## config.mk

```make
export PLATFORM = sky130hd
export DESIGN_NAME = adaptive_threshold_crossing_detector
export DESIGN_NICKNAME = d
export VERILOG_FILES = /design/src/rtl/core/atcd_pkg.sv /design/src/rtl/core/atcd_ctrl.sv /design/src/rtl/core/atcd_datapath.sv /design/src/rtl/core/adaptive_threshold_crossing_detector.sv
export SDC_FILE = /design/constraint.sdc
export NUM_CORES = 2
export LEC_CHECK = 0
export BUFFER_PORTS_ARGS = -buffer_cell sky130_fd_sc_hd__buf_2
export CAP_MARGIN = 5
export CORE_MARGIN = 2
export CORE_UTILIZATION = 56
export CTS_CLUSTER_DIAMETER = 40
export DETAILED_ROUTE_END_ITERATION = 8
export PLACE_DENSITY = 0.82
export SYNTH_ARGS = -nofsm -noshare
export SYNTH_HDL_FRONTEND = slang
export SYNTH_SLANG_ARGS = --single-unit
```

## constraint.sdc

```tcl
create_clock -name clk -period 9.53 [get_ports clk]
set_input_delay 1.906 -clock clk [delete_from_list [all_inputs] [get_ports clk]]
set_output_delay 1.906 -clock clk [all_outputs]
set_load 0.02 [all_outputs]
```

## src/rtl/core/atcd_pkg.sv

```systemverilog
package atcd_pkg;

  // Field widths fixed by the interface.
  localparam int SampleW  = 32;
  localparam int CountW   = 32;
  localparam int AlphaW   = 17;
  localparam int GainW    = 16;
  localparam int WarmupW  = 16;
  localparam int CfgIdxW  = 2;
  localparam int CfgDataW = 17;

  // Shared multiplier: a signed 34-bit operand times a signed 18-bit operand.
  localparam int MulAW = 34;
  localparam int MulBW = 18;
  localparam int ProdW = MulAW + MulBW;

  // Configuration register indexes.
  localparam logic [CfgIdxW-1:0] CFG_ALPHA  = 2'd0;
  localparam logic [CfgIdxW-1:0] CFG_GAIN   = 2'd1;
  localparam logic [CfgIdxW-1:0] CFG_WARMUP = 2'd2;

  // Configuration reset values.
  localparam logic [AlphaW-1:0]  ALPHA_RST  = 17'd6554;
  localparam logic [AlphaW-1:0]  ALPHA_ONE  = 17'd65536;
  localparam logic [GainW-1:0]   GAIN_RST   = 16'd512;
  localparam logic [WarmupW-1:0] WARMUP_RST = 16'd1;

  // Input action codes.
  localparam logic ACT_RECORD = 1'b0;
  localparam logic ACT_CLEAR  = 1'b1;

  // Sequencer states.
  typedef enum logic [2:0] {
    ST_IDLE,
    ST_DIFF,
    ST_MULA,
    ST_UPD,
    ST_MULT,
    ST_FIN
  } state_t;

  // Commands from the controller to the datapath.
  typedef struct packed {
    logic load;
    logic diff;
    logic mula;
    logic upd;
    logic mult;
    logic fin;
  } cmd_t;

  // Status from the datapath to the controller.
  typedef struct packed {
    logic slot_free;
  } sts_t;

  // Saturating increment of a 32-bit counter.
  function automatic logic [CountW-1:0] sat_inc(input logic [CountW-1:0] v);
    logic [CountW-1:0] r;
    r = (v == '1) ? v : v + 1'b1;
    return r;
  endfunction

endpackage

```

## src/rtl/core/atcd_ctrl.sv

```systemverilog
module atcd_ctrl (
  input  logic          clk,
  input  logic          rst_n,
  input  logic          in_valid,
  input  logic          in_action,
  output logic          in_stall,
  input  atcd_pkg::sts_t sts,
  output atcd_pkg::cmd_t cmd
);
  import atcd_pkg::*;

  state_t state_r;
  state_t state_nxt;

  // State register.
  always_ff @(posedge clk) begin
    if (!rst_n) begin
      state_r <= ST_IDLE;
    end else begin
      state_r <= state_nxt;
    end
  end

  // Next state: a clear goes straight to the result step.
  always_comb begin
    state_nxt = state_r;
    case (state_r)
      ST_IDLE: begin
        if (in_valid) begin
          state_nxt = (in_action == ACT_CLEAR) ? ST_FIN : ST_DIFF;
        end
      end
      ST_DIFF: state_nxt = ST_MULA;
      ST_MULA: state_nxt = ST_UPD;
      ST_UPD:  state_nxt = ST_MULT;
      ST_MULT: state_nxt = ST_FIN;
      ST_FIN: begin
        if (sts.slot_free) begin
          state_nxt = ST_IDLE;
        end
      end
      default: state_nxt = ST_IDLE;
    endcase
  end

  // Command outputs.
  always_comb begin
    cmd      = '0;
    in_stall = 1'b1;
    case (state_r)
      ST_IDLE: begin
        in_stall = 1'b0;
        cmd.load = in_valid;
      end
      ST_DIFF: cmd.diff = 1'b1;
      ST_MULA: cmd.mula = 1'b1;
      ST_UPD:  cmd.upd  = 1'b1;
      ST_MULT: cmd.mult = 1'b1;
      ST_FIN:  cmd.fin  = sts.slot_free;
      default: cmd      = '0;
    endcase
  end

endmodule

```

## src/rtl/core/atcd_datapath.sv

```systemverilog
module atcd_datapath (
  input  logic                              clk,
  input  logic                              rst_n,
  input  atcd_pkg::cmd_t                    cmd,
  output atcd_pkg::sts_t                    sts,
  input  logic                              cfg_valid,
  input  logic [atcd_pkg::CfgIdxW-1:0]      cfg_index,
  input  logic [atcd_pkg::CfgDataW-1:0]     cfg_data,
  input  logic                              in_action,
  input  logic signed [atcd_pkg::SampleW-1:0] in_sample,
  output logic                              out_valid,
  input  logic                              out_stall,
  output logic [atcd_pkg::SampleW-1:0]      out_average_change,
  output logic [atcd_pkg::SampleW-1:0]      out_threshold,
  output logic                              out_above_flag,
  output logic                              out_below_flag,
  output logic                              out_above_event,
  output logic                              out_below_event,
  output logic [atcd_pkg::CountW-1:0]       out_above_count,
  output logic [atcd_pkg::CountW-1:0]       out_below_count,
  output logic [atcd_pkg::CountW-1:0]       out_sample_count
);
  import atcd_pkg::*;

  // Configuration registers.
  logic [AlphaW-1:0]  alpha_r;
  logic [GainW-1:0]   gain_r;
  logic [WarmupW-1:0] warmup_r;

  // Detector state.
  logic               seeded_r;
  logic [SampleW-1:0] prev_r;
  logic [SampleW-1:0] avg_r;
  logic               was_above_r;
  logic               was_below_r;
  logic [CountW-1:0]  above_cnt_r;
  logic [CountW-1:0]  below_cnt_r;
  logic [CountW-1:0]  sample_cnt_r;

  // Working registers for the item in progress.
  logic                      clear_r;
  logic [SampleW-1:0]        sample_r;
  logic [SampleW-1:0]        change_r;
  logic signed [SampleW:0]   diff_r;
  logic signed [ProdW-1:0]   prod_r;

  // Output register.
  logic               out_valid_r;
  logic [SampleW-1:0] o_avg_r;
  logic [SampleW-1:0] o_thr_r;
  logic               o_above_r;
  logic               o_below_r;
  logic               o_aev_r;
  logic               o_bev_r;
  logic [CountW-1:0]  o_acnt_r;
  logic [CountW-1:0]  o_bcnt_r;
  logic [CountW-1:0]  o_scnt_r;

  // Combinational terms.
  logic signed [SampleW:0]   delta;
  logic [SampleW-1:0]        delta_mag;
  logic [AlphaW-1:0]         alpha_eff;
  logic signed [MulAW-1:0]   mul_a;
  logic signed [MulBW-1:0]   mul_b;
  logic signed [ProdW-1:0]   mul_p;
  logic signed [ProdW-1:0]   prod_sh;
  logic signed [SampleW+4:0] avg_sum;
  logic [SampleW-1:0]        avg_nxt;
  logic [SampleW-1:0]        thr_sat;
  logic signed [SampleW+1:0] s_ext;
  logic signed [SampleW+1:0] t_ext;
  logic                      warm;
  logic                      above_c;
  logic                      below_c;
  logic                      aev_c;
  logic                      bev_c;
  logic [CountW-1:0]         acnt_nxt;
  logic [CountW-1:0]         bcnt_nxt;
  logic [CountW-1:0]         scnt_nxt;
  logic                      was_above_nxt;
  logic                      was_below_nxt;

  assign sts.slot_free = !out_valid_r || !out_stall;

  // Configuration writes; indexes beyond the list are ignored.
  always_ff @(posedge clk) begin
    if (!rst_n) begin
      alpha_r  <= ALPHA_RST;
      gain_r   <= GAIN_RST;
      warmup_r <= WARMUP_RST;
    end else if (cfg_valid) begin
      case (cfg_index)
        CFG_ALPHA:  alpha_r  <= cfg_data;
        CFG_GAIN:   gain_r   <= cfg_data[GainW-1:0];
        CFG_WARMUP: warmup_r <= cfg_data[WarmupW-1:0];
        default:    ;
      endcase
    end
  end

  // Magnitude of the change from the previous sample. Before seeding the
  // previous sample is zero, so this is the magnitude of the sample itself.
  assign delta     = $signed({in_sample[SampleW-1], in_sample})
                   - $signed({prev_r[SampleW-1], prev_r});
  assign delta_mag = delta[SampleW] ? SampleW'(-delta) : SampleW'(delta);

  // An alpha above one counts as one.
  assign alpha_eff = (alpha_r > ALPHA_ONE) ? ALPHA_ONE : alpha_r;

  // Shared multiplier: the smoothing product first, then the threshold.
  always_comb begin
    if (cmd.mult) begin
      mul_a = $signed({2'b00, avg_r});
      mul_b = $signed({2'b00, gain_r});
    end else begin
      mul_a = $signed({diff_r[SampleW], diff_r});
      mul_b = $signed({1'b0, alpha_eff});
    end
  end
  assign mul_p = mul_a * mul_b;

  // Average update: the arithmetic shift floors toward minus infinity.
  assign prod_sh = prod_r >>> 16;
  assign avg_sum = $signed({5'b00000, avg_r}) + $signed(prod_sh[SampleW+4:0]);
  always_comb begin
    if (avg_sum[SampleW+4]) begin
      avg_nxt = '0;
    end else if (|avg_sum[SampleW+3:SampleW]) begin
      avg_nxt = '1;
    end else begin
      avg_nxt = avg_sum[SampleW-1:0];
    end
  end

  // Threshold, crossing flags, events and counters.
  assign thr_sat = (|prod_r[ProdW-1:SampleW+8]) ? '1 : prod_r[SampleW+7:8];
  assign s_ext   = $signed({{2{sample_r[SampleW-1]}}, sample_r});
  assign t_ext   = $signed({2'b00, thr_sat});
  assign warm    = ({1'b0, sample_cnt_r} + 33'd1) >= {17'd0, warmup_r};

  always_comb begin
    above_c       = 1'b0;
    below_c       = 1'b0;
    aev_c         = 1'b0;
    bev_c         = 1'b0;
    acnt_nxt      = above_cnt_r;
    bcnt_nxt      = below_cnt_r;
    was_above_nxt = was_above_r;
    was_below_nxt = was_below_r;
    if (warm) begin
      above_c       = s_ext > t_ext;
      below_c       = s_ext < -t_ext;
      aev_c         = above_c && !was_above_r;
      bev_c         = below_c && !was_below_r;
      was_above_nxt = above_c;
      was_below_nxt = below_c;
      if (aev_c) begin
        acnt_nxt = sat_inc(above_cnt_r);
      end
      if (bev_c) begin
        bcnt_nxt = sat_inc(below_cnt_r);
      end
    end
  end
  assign scnt_nxt = sat_inc(sample_cnt_r);

  // Working registers.
  always_ff @(posedge clk) begin
    if (cmd.load) begin
      clear_r  <= in_action;
      sample_r <= in_sample;
      change_r <= delta_mag;
    end
    if (cmd.diff) begin
      diff_r <= $signed({1'b0, change_r}) - $signed({1'b0, avg_r});
    end
    if (cmd.mula || cmd.mult) begin
      prod_r <= mul_p;
    end
  end

  // Detector state.
  always_ff @(posedge clk) begin
    if (!rst_n) begin
      seeded_r     <= 1'b0;
      prev_r       <= '0;
      avg_r        <= '0;
      was_above_r  <= 1'b0;
      was_below_r  <= 1'b0;
      above_cnt_r  <= '0;
      below_cnt_r  <= '0;
      sample_cnt_r <= '0;
    end else if (cmd.upd) begin
      seeded_r <= 1'b1;
      prev_r   <= sample_r;
      avg_r    <= seeded_r ? avg_nxt : change_r;
    end else if (cmd.fin) begin
      if (clear_r == ACT_CLEAR) begin
        seeded_r     <= 1'b0;
        prev_r       <= '0;
        avg_r        <= '0;
        was_above_r  <= 1'b0;
        was_below_r  <= 1'b0;
        above_cnt_r  <= '0;
        below_cnt_r  <= '0;
        sample_cnt_r <= '0;
      end else begin
        was_above_r  <= was_above_nxt;
        was_below_r  <= was_below_nxt;
        above_cnt_r  <= acnt_nxt;
        below_cnt_r  <= bcnt_nxt;
        sample_cnt_r <= scnt_nxt;
      end
    end
  end

  // Output valid: set when a result is loaded, cleared when it is taken.
  always_ff @(posedge clk) begin
    if (!rst_n) begin
      out_valid_r <= 1'b0;
    end else if (cmd.fin) begin
      out_valid_r <= 1'b1;
    end else if (!out_stall) begin
      out_valid_r <= 1'b0;
    end
  end

  // Output payload; a clear gives an all-zero result.
  always_ff @(posedge clk) begin
    if (cmd.fin) begin
      if (clear_r == ACT_CLEAR) begin
        o_avg_r   <= '0;
        o_thr_r   <= '0;
        o_above_r <= 1'b0;
        o_below_r <= 1'b0;
        o_aev_r   <= 1'b0;
        o_bev_r   <= 1'b0;
        o_acnt_r  <= '0;
        o_bcnt_r  <= '0;
        o_scnt_r  <= '0;
      end else begin
        o_avg_r   <= avg_r;
        o_thr_r   <= thr_sat;
        o_above_r <= above_c;
        o_below_r <= below_c;
        o_aev_r   <= aev_c;
        o_bev_r   <= bev_c;
        o_acnt_r  <= acnt_nxt;
        o_bcnt_r  <= bcnt_nxt;
        o_scnt_r  <= scnt_nxt;
      end
    end
  end

  assign out_valid          = out_valid_r;
  assign out_average_change = o_avg_r;
  assign out_threshold      = o_thr_r;
  assign out_above_flag     = o_above_r;
  assign out_below_flag     = o_below_r;
  assign out_above_event    = o_aev_r;
  assign out_below_event    = o_bev_r;
  assign out_above_count    = o_acnt_r;
  assign out_below_count    = o_bcnt_r;
  assign out_sample_count   = o_scnt_r;

endmodule

```

## src/rtl/core/adaptive_threshold_crossing_detector.sv

```systemverilog
// Channel   Direction  Handshake             Payload
// in_       input      in_valid / in_stall    action, sample
// out_      output     out_valid / out_stall  average, threshold, flags, events, counts
// cfg_      input      cfg_valid / cfg_ready  cfg_index, cfg_data
//
// A recorded sample steps through the DIFF, MULA, UPD, MULT and FIN states before
// its result is presented; the next input is taken once the sequencer is back in
// IDLE, and a clear goes straight from IDLE to FIN. The steps are set by the single
// shared multiplier, used first for the smoothing product and then for the
// threshold product.
// A finished result waits in the output register while the next sample is
// taken; that sample then holds in its last step until the register drains.
// Reset is synchronous and active low; configuration writes complete at once.
module adaptive_threshold_crossing_detector (
  input  logic                                clk,
  input  logic                                rst_n,
  input  logic                                in_valid,
  output logic                                in_stall,
  input  logic                                in_action,
  input  logic signed [atcd_pkg::SampleW-1:0] in_sample,
  output logic                                out_valid,
  input  logic                                out_stall,
  output logic [atcd_pkg::SampleW-1:0]        out_average_change,
  output logic [atcd_pkg::SampleW-1:0]        out_threshold,
  output logic                                out_above_flag,
  output logic                                out_below_flag,
  output logic                                out_above_event,
  output logic                                out_below_event,
  output logic [atcd_pkg::CountW-1:0]         out_above_count,
  output logic [atcd_pkg::CountW-1:0]         out_below_count,
  output logic [atcd_pkg::CountW-1:0]         out_sample_count,
  input  logic                                cfg_valid,
  output logic                                cfg_ready,
  input  logic [atcd_pkg::CfgIdxW-1:0]        cfg_index,
  input  logic [atcd_pkg::CfgDataW-1:0]       cfg_data
);
  import atcd_pkg::*;

  cmd_t cmd;
  sts_t sts;

  // Configuration writes are always taken.
  assign cfg_ready = 1'b1;

  // Sequencer.
  atcd_ctrl u_ctrl (
    .clk       (clk),
    .rst_n     (rst_n),
    .in_valid  (in_valid),
    .in_action (in_action),
    .in_stall  (in_stall),
    .sts       (sts),
    .cmd       (cmd)
  );

  // Arithmetic, state and output register.
  atcd_datapath u_dp (
    .clk                (clk),
    .rst_n              (rst_n),
    .cmd                (cmd),
    .sts                (sts),
    .cfg_valid          (cfg_valid && cfg_ready),
    .cfg_index          (cfg_index),
    .cfg_data           (cfg_data),
    .in_action          (in_action),
    .in_sample          (in_sample),
    .out_valid          (out_valid),
    .out_stall          (out_stall),
    .out_average_change (out_average_change),
    .out_threshold      (out_threshold),
    .out_above_flag     (out_above_flag),
    .out_below_flag     (out_below_flag),
    .out_above_event    (out_above_event),
    .out_below_event    (out_below_event),
    .out_above_count    (out_above_count),
    .out_below_count    (out_below_count),
    .out_sample_count   (out_sample_count)
  );

endmodule

```

Yosys cells after proc, flatten, opt, wreduce, memory -nomap -nowiden
Cells that the tools add are included.
{ "op_classes": {"addsub": 9, "mul": 1, "magnitude_cmp": 4, "n_eq_ne": 13, "n_mux": 44, "bitwise_logic": 2, "n_reduce_logical": 23} }
{ "ops": {"columns": ["cell", "n"], "rows": [
  ["two-way mux 32 bit", 21],
  ["adder 32 x 1 -> 32 bit, second input constant", 3],
  ["== test 32 bit, second input constant", 3],
  ["subtractor 32 x 32 -> 33 bit", 2],
  ["multiplier 34 x 18 -> 52 bit", 1],
  ["adder 33 x 36 -> 37 bit", 1],
  ["< comparator 32 x 34 -> 1 bit", 1],
  ["two-way mux 17 bit", 2],
  ["two-way mux 34 bit", 1],
  ["negator 32 -> 34 bit", 1],
  ["adder 32 x 1 -> 33 bit, second input constant", 1],
  [">= comparator 33 x 16 -> 1 bit", 1],
  ["> comparator 32 x 33 -> 1 bit", 1],
  ["negator 32 bit", 1],
  ["one-hot mux 3 bit (6 select lines)", 1],
  ["> comparator 17 bit, second input constant", 1],
  ["two-way mux 1 bit", 16],
  ["AND reduction 2 bit", 6],
  ["OR reduction 12 bit", 1],
  ["two-way mux 3 bit", 3],
  ["== test 3 x 2 -> 1 bit, second input constant", 2],
  ["== test 3 bit, second input constant", 2],
  ["nonzero test 2 bit", 3],
  ["logical NOT 1 bit", 4],
  ["other kinds (13)", 17]
]} }
{ "totals": {"regBits": 530, "out_inout_bits": 167} }

Depth between registers and ports, before layout
{ "depth": {"depth_word": 8, "ltp_mapped": 33} }

Cells and area by module
From an unflattened synthesis, not the netlist that was laid out.
{ "unflattened": {"cells_unflattened": 5399, "hier_area_um2": 48955.7} }
{ "by_module_without_submodules": {"columns": ["module", "n_inst", "cells_each", "area_each_um2", "seq_area_each_um2"], "rows": [
  ["atcd_datapath", 1, 5373, 48759.3, 13452.9],
  ["atcd_ctrl", 1, 24, 185.2, 60.1],
  ["adaptive_threshold_crossing_detector", 1, 2, 11.3, 0.0]
]} }

Worst setup path before layout
OpenSTA, ideal clock, no wires.
{ "synth_timing": {"kind": "reg2reg", "start": "register u_ctrl.state_r[1]", "end": "register u_dp.prod_r[48], data pin", "t_arrival_ns": 7.485, "setup_slack_ns": 1.782, "stages_incl_launch_ff": 32, "n_path_buf": 4, "period_less_slack_ns": 7.748, "cell_sequence": "dfxtp_1 -> clkbuf_1 -> nand2b_1 -> nor2_1 -> a21oi_1 -> clkbuf_1 -> a22oi_1 -> clkbuf_1 -> clkbuf_1 -> nor2_1 -> fa_1 -> inv_1 -> fa_1 -> fa_1 -> fa_1 -> inv_1 -> fa_1 -> inv_1 -> fa_1 -> inv_1 -> ha_1 -> a21o_1 -> a21o_1 -> a21oi_1 -> o311ai_0 -> a41o_1 -> a41oi_1 -> o21a_1 -> o22ai_1 -> a31oi_1 -> o21bai_1 -> xor2_1"} }
{ "synth_between": {"elab_chain_cells": 4} }
{ "synth_lines": {"columns": ["element", "line", "text"], "rows": [
  ["start: declaration", "atcd_ctrl.sv:12", "state_t state_r;"],
  ["start signal: assignment", "atcd_ctrl.sv:20", "state_r <= state_nxt;"],
  ["== test 3 bit *", "atcd_ctrl.sv:50", "case (state_r)"],
  ["two-way mux 1 bit *", "atcd_ctrl.sv:50", null],
  ["two-way mux 34 bit or two-way mux 17 bit (tied branches)", "atcd_datapath.sv:112", "if (cmd.mult) begin"],
  ["multiplier 34 x 18 -> 52 bit *", "atcd_datapath.sv:120", "assign mul_p = mul_a * mul_b;"],
  ["named net u_dp.mul_p[48]", "atcd_datapath.sv:65", "logic signed [ProdW-1:0] mul_p;"],
  ["end signal: assignment", "atcd_datapath.sv:178", "prod_r <= mul_p;"],
  ["end: declaration", "atcd_datapath.sv:45", "logic signed [ProdW-1:0] prod_r;"]
]} }
The timed path passes the listed nets; every way through them passes the cells marked *.
A chain may end at the register's enable or synchronous reset.

Final worst setup path
{ "layout_timing": {"start": "register u_ctrl.state_r[2]", "end": "register u_dp.prod_r[48], data pin"} }
The elaborated chain is that of the path after synthesis.

==> results.md <==
* Status: finished clean
* YS warnings at 0
* Layout Nets at 6516
* Period utilization at 0.922
* Die width at 300 microns
* GRT overflow at 0
* PortBufs at 222
* EDFF count, synth at 306
* WP data arrival at 9.17 ns
* # fillers at 7156
* WHS at 0.455 ns
* Worst-Margin Slew at 1.24 ns
* H-tree depth at 3
* Seq. cell area at 13500 sq um
* Vert. Die Dim at 300 microns
* Critical path class: reg -> reg
* Worst setup SP type: flop
* CTS tree: built
* Aggregate routed wire length at 144000 microns
* Final Max Slew Viols at 0
* Hold buffer count at CTS at 0
* Core Util, Final at 0.622
* Max-cap check violation count at 0
* WL per Instance at 21.0 microns
* Initial DRC Count at 4741
* Distinct cells, synth at 85
* Vias at 41.3k
* Most frequent cells in the layout: 794 x inv_1, 693 x nand2_1, 541 x fa_1
* Post-DP HPWL at 111000 microns
* Vias in the first global route at 40.4k
* TritonCTS Sinks at 522
* Largest net degree at the start of global routing at 116
* Setup-failing EPs final at 0
* Area of the die at 89900 sq um
* Placed cell area at 51300 sq um
* Setup TNS Final at 0 ns
* F_max at 0.114 GHz
* Post-Syn Nets at 6392
* Area grow syn2layout at 10.0%
* Crit-path max FO at 27
* DRC at 0
* Mapped Cells at 5493
* Worst Path Required at 9.91 ns
* Async S/R FF share, synth at 0
* Initial Utilization at 0.565
* Syn_area_per_cell at 8.92 sq um
* Max clock buf depth at 3
* Core area at 86800 sq um
* Fin. Hold Viols at 0
* Length of the first detailed-routing pass in iterations at 7
* Clock Latency Late Sink at 0.65 ns
* RSZ-0062 raised after global routing: false
* Worst min-delay path class: reg -> reg
* First-pass GRT wire length at 225000 microns
* Post-cts gate resize count at 0
* Postcts setup bufs at 0
* Initial antenna violation count at 1
* Register area share after synthesis at 0.276
* Clock skew at 0.0335 ns
* Post-route design area at 53900 sq um
* Rows at 108
* Vias per inst at 6.04
* Max transition margin at 0.176
* Area of the multi-input gates at 31600 sq um
* Post-layout min period at 8.79 ns
* Post-Synthesis Cell Area at 49000 sq um
* CTS clk-pin slew, worst paths at 0.06 ns
* CTS Buf Count at 77
* Routability Congestion at 1.01
* Most common cell after layout, fill and taps aside: inv_1
* Root Buffer: clkbuf_16
* I/O Pins at 224
* #FFs+latches synth at 522
* GRT Util Overall at 0.320
* Crit end category: flop
* Routed Antenna Nets at 0
* Layout cell share with drive strength beyond 1 at 0.0886
* Ys flop type: edfxtp_1
path summary, 6_finish.rpt:
| path | startpoint | to | slack (ns) | depth (start not counted) |
|---|---|---|---|---|
| worst max-delay path | u_ctrl.state_r[2] | u_dp.prod_r[48] | 0.74 | 27 |
| worst min-delay path | u_dp.warmup_r[11] | u_dp.warmup_r[11] | 0.45 | 2 |
| worst max register to register | u_ctrl.state_r[2] | u_dp.prod_r[48] | 0.74 | 27 |
| worst min register to register | u_dp.warmup_r[11] | u_dp.warmup_r[11] | 0.45 | 2 |
kinds of logic (layout without fill, tap and decap cells):
group | after synthesis | after routing | synth area share
compound gates | 1044 | 1044 | 0.132
flops | 522 | 522 | 0.276
buf+inv | 1057 | 1244 | 0.0813
mux | 11 | 11 | 0.00232
other cells | 1 | 5 | 0.0000765
xor+xnor | 263 | 263 | 0.0470
simple gates | 1753 | 1753 | 0.163
fa+ha+maj | 842 | 842 | 0.298
registers in the layout (all words and copies together), names as in the netlist, 3 cells and up:
name                     count
u_dp.above_cnt_r            32
u_ctrl.state_r               3
u_dp.out_sample_count       32
u_dp.prod_r                 44
u_dp.diff_r                 33
u_dp.out_average_change     32
u_dp.avg_r                  32
u_dp.sample_r               32
u_dp.prev_r                 32
u_dp.below_cnt_r            32
u_dp.warmup_r               16
u_dp.out_below_count        32
u_dp.alpha_r                17
u_dp.sample_cnt_r           32
u_dp.change_r               32
u_dp.out_above_count        32
u_dp.out_threshold          32
u_dp.gain_r                 16
cell type report:
cell class | count | share of cell area
antenna | 4 | 0.000186
clock inverter | 50 | 0.0105
sequential | 522 | 0.251
clock buffer | 92 | 0.0377
multi-input combinational | 3914 | 0.586
inverter | 797 | 0.0557
tap | 1155 | 0.0268
timing repair buffer | 305 | 0.0324
critical path, stage by stage, from the launching register on:
cell,delay [ns]
dfxtp_1,0.47
nor2b_1,0.35
nand2_2,0.40
nand2_1,0.20
a21boi_1,0.82
nor2_1,0.17
fa_1,0.58
inv_1,0.05
fa_1,0.39
fa_1,0.54
fa_1,0.54
inv_1,0.05
fa_1,0.49
inv_1,0.05
fa_1,0.47
inv_1,0.04
ha_1,0.37
a21o_1,0.20
a21o_1,0.17
a21oi_1,0.20
o311ai_0,0.17
a41o_1,0.30
a41oi_1,0.45
o21a_1,0.29
o22ai_1,0.20
a31oi_1,0.30
o21bai_1,0.11
xor2_1,0.14
synthesized netlist by cell type, drive strengths merged, types with 16 or more instances:
| cell type | number | area [sq um] |
|---|---|---|
| xor2 | 103 | 902 |
| a21boi | 39 | 293 |
| a211oi | 39 | 293 |
| and2 | 31 | 194 |
| o211ai | 25 | 188 |
| o21bai | 25 | 188 |
| fa | 541 | 10800 |
| and3 | 94 | 588 |
| o21ai | 207 | 1040 |
| nor2b | 31 | 194 |
| o31ai | 24 | 185 |
| edfxtp | 306 | 9190 |
| nand4 | 45 | 282 |
| or3 | 47 | 304 |
| ha | 301 | 3770 |
| a21oi | 370 | 1850 |
| inv | 795 | 2980 |
| buf | 36 | 155 |
| nor3 | 59 | 317 |
| clkbuf | 224 | 841 |
| nand2 | 696 | 2620 |
| and4 | 21 | 184 |
| o21a | 48 | 360 |
| a31oi | 41 | 257 |
| nor2 | 472 | 1780 |
| nor4 | 28 | 213 |
| nand3 | 144 | 726 |
| xnor2 | 160 | 1400 |
| or2 | 16 | 103 |
| nand2b | 27 | 169 |
| a21o | 96 | 721 |
| dfxtp | 216 | 4320 |
per-layer routing:
metal  part of all wire  up-vias  track usage  routed length (microns)
li1                   -    18484            -                        -
met1               0.38    19999        0.413                    54400
met2               0.47     2290        0.515                    67000
met3              0.093      537       0.0587                    13300
met4              0.062        0        0.169                     8930
met5                  0        -            0                        0
through the flow:
step                cells  setup slack, ns
global placement     6692             1.04
CTS                  6835            0.903
floorplan            5493             1.78
detailed placement   6693            0.947
finish               6839            0.741
global route         6835            0.399
Power is left out: the tool's default activity adds up to more than one toggle a clock period on the data nets, which glitch-free logic cannot reach.
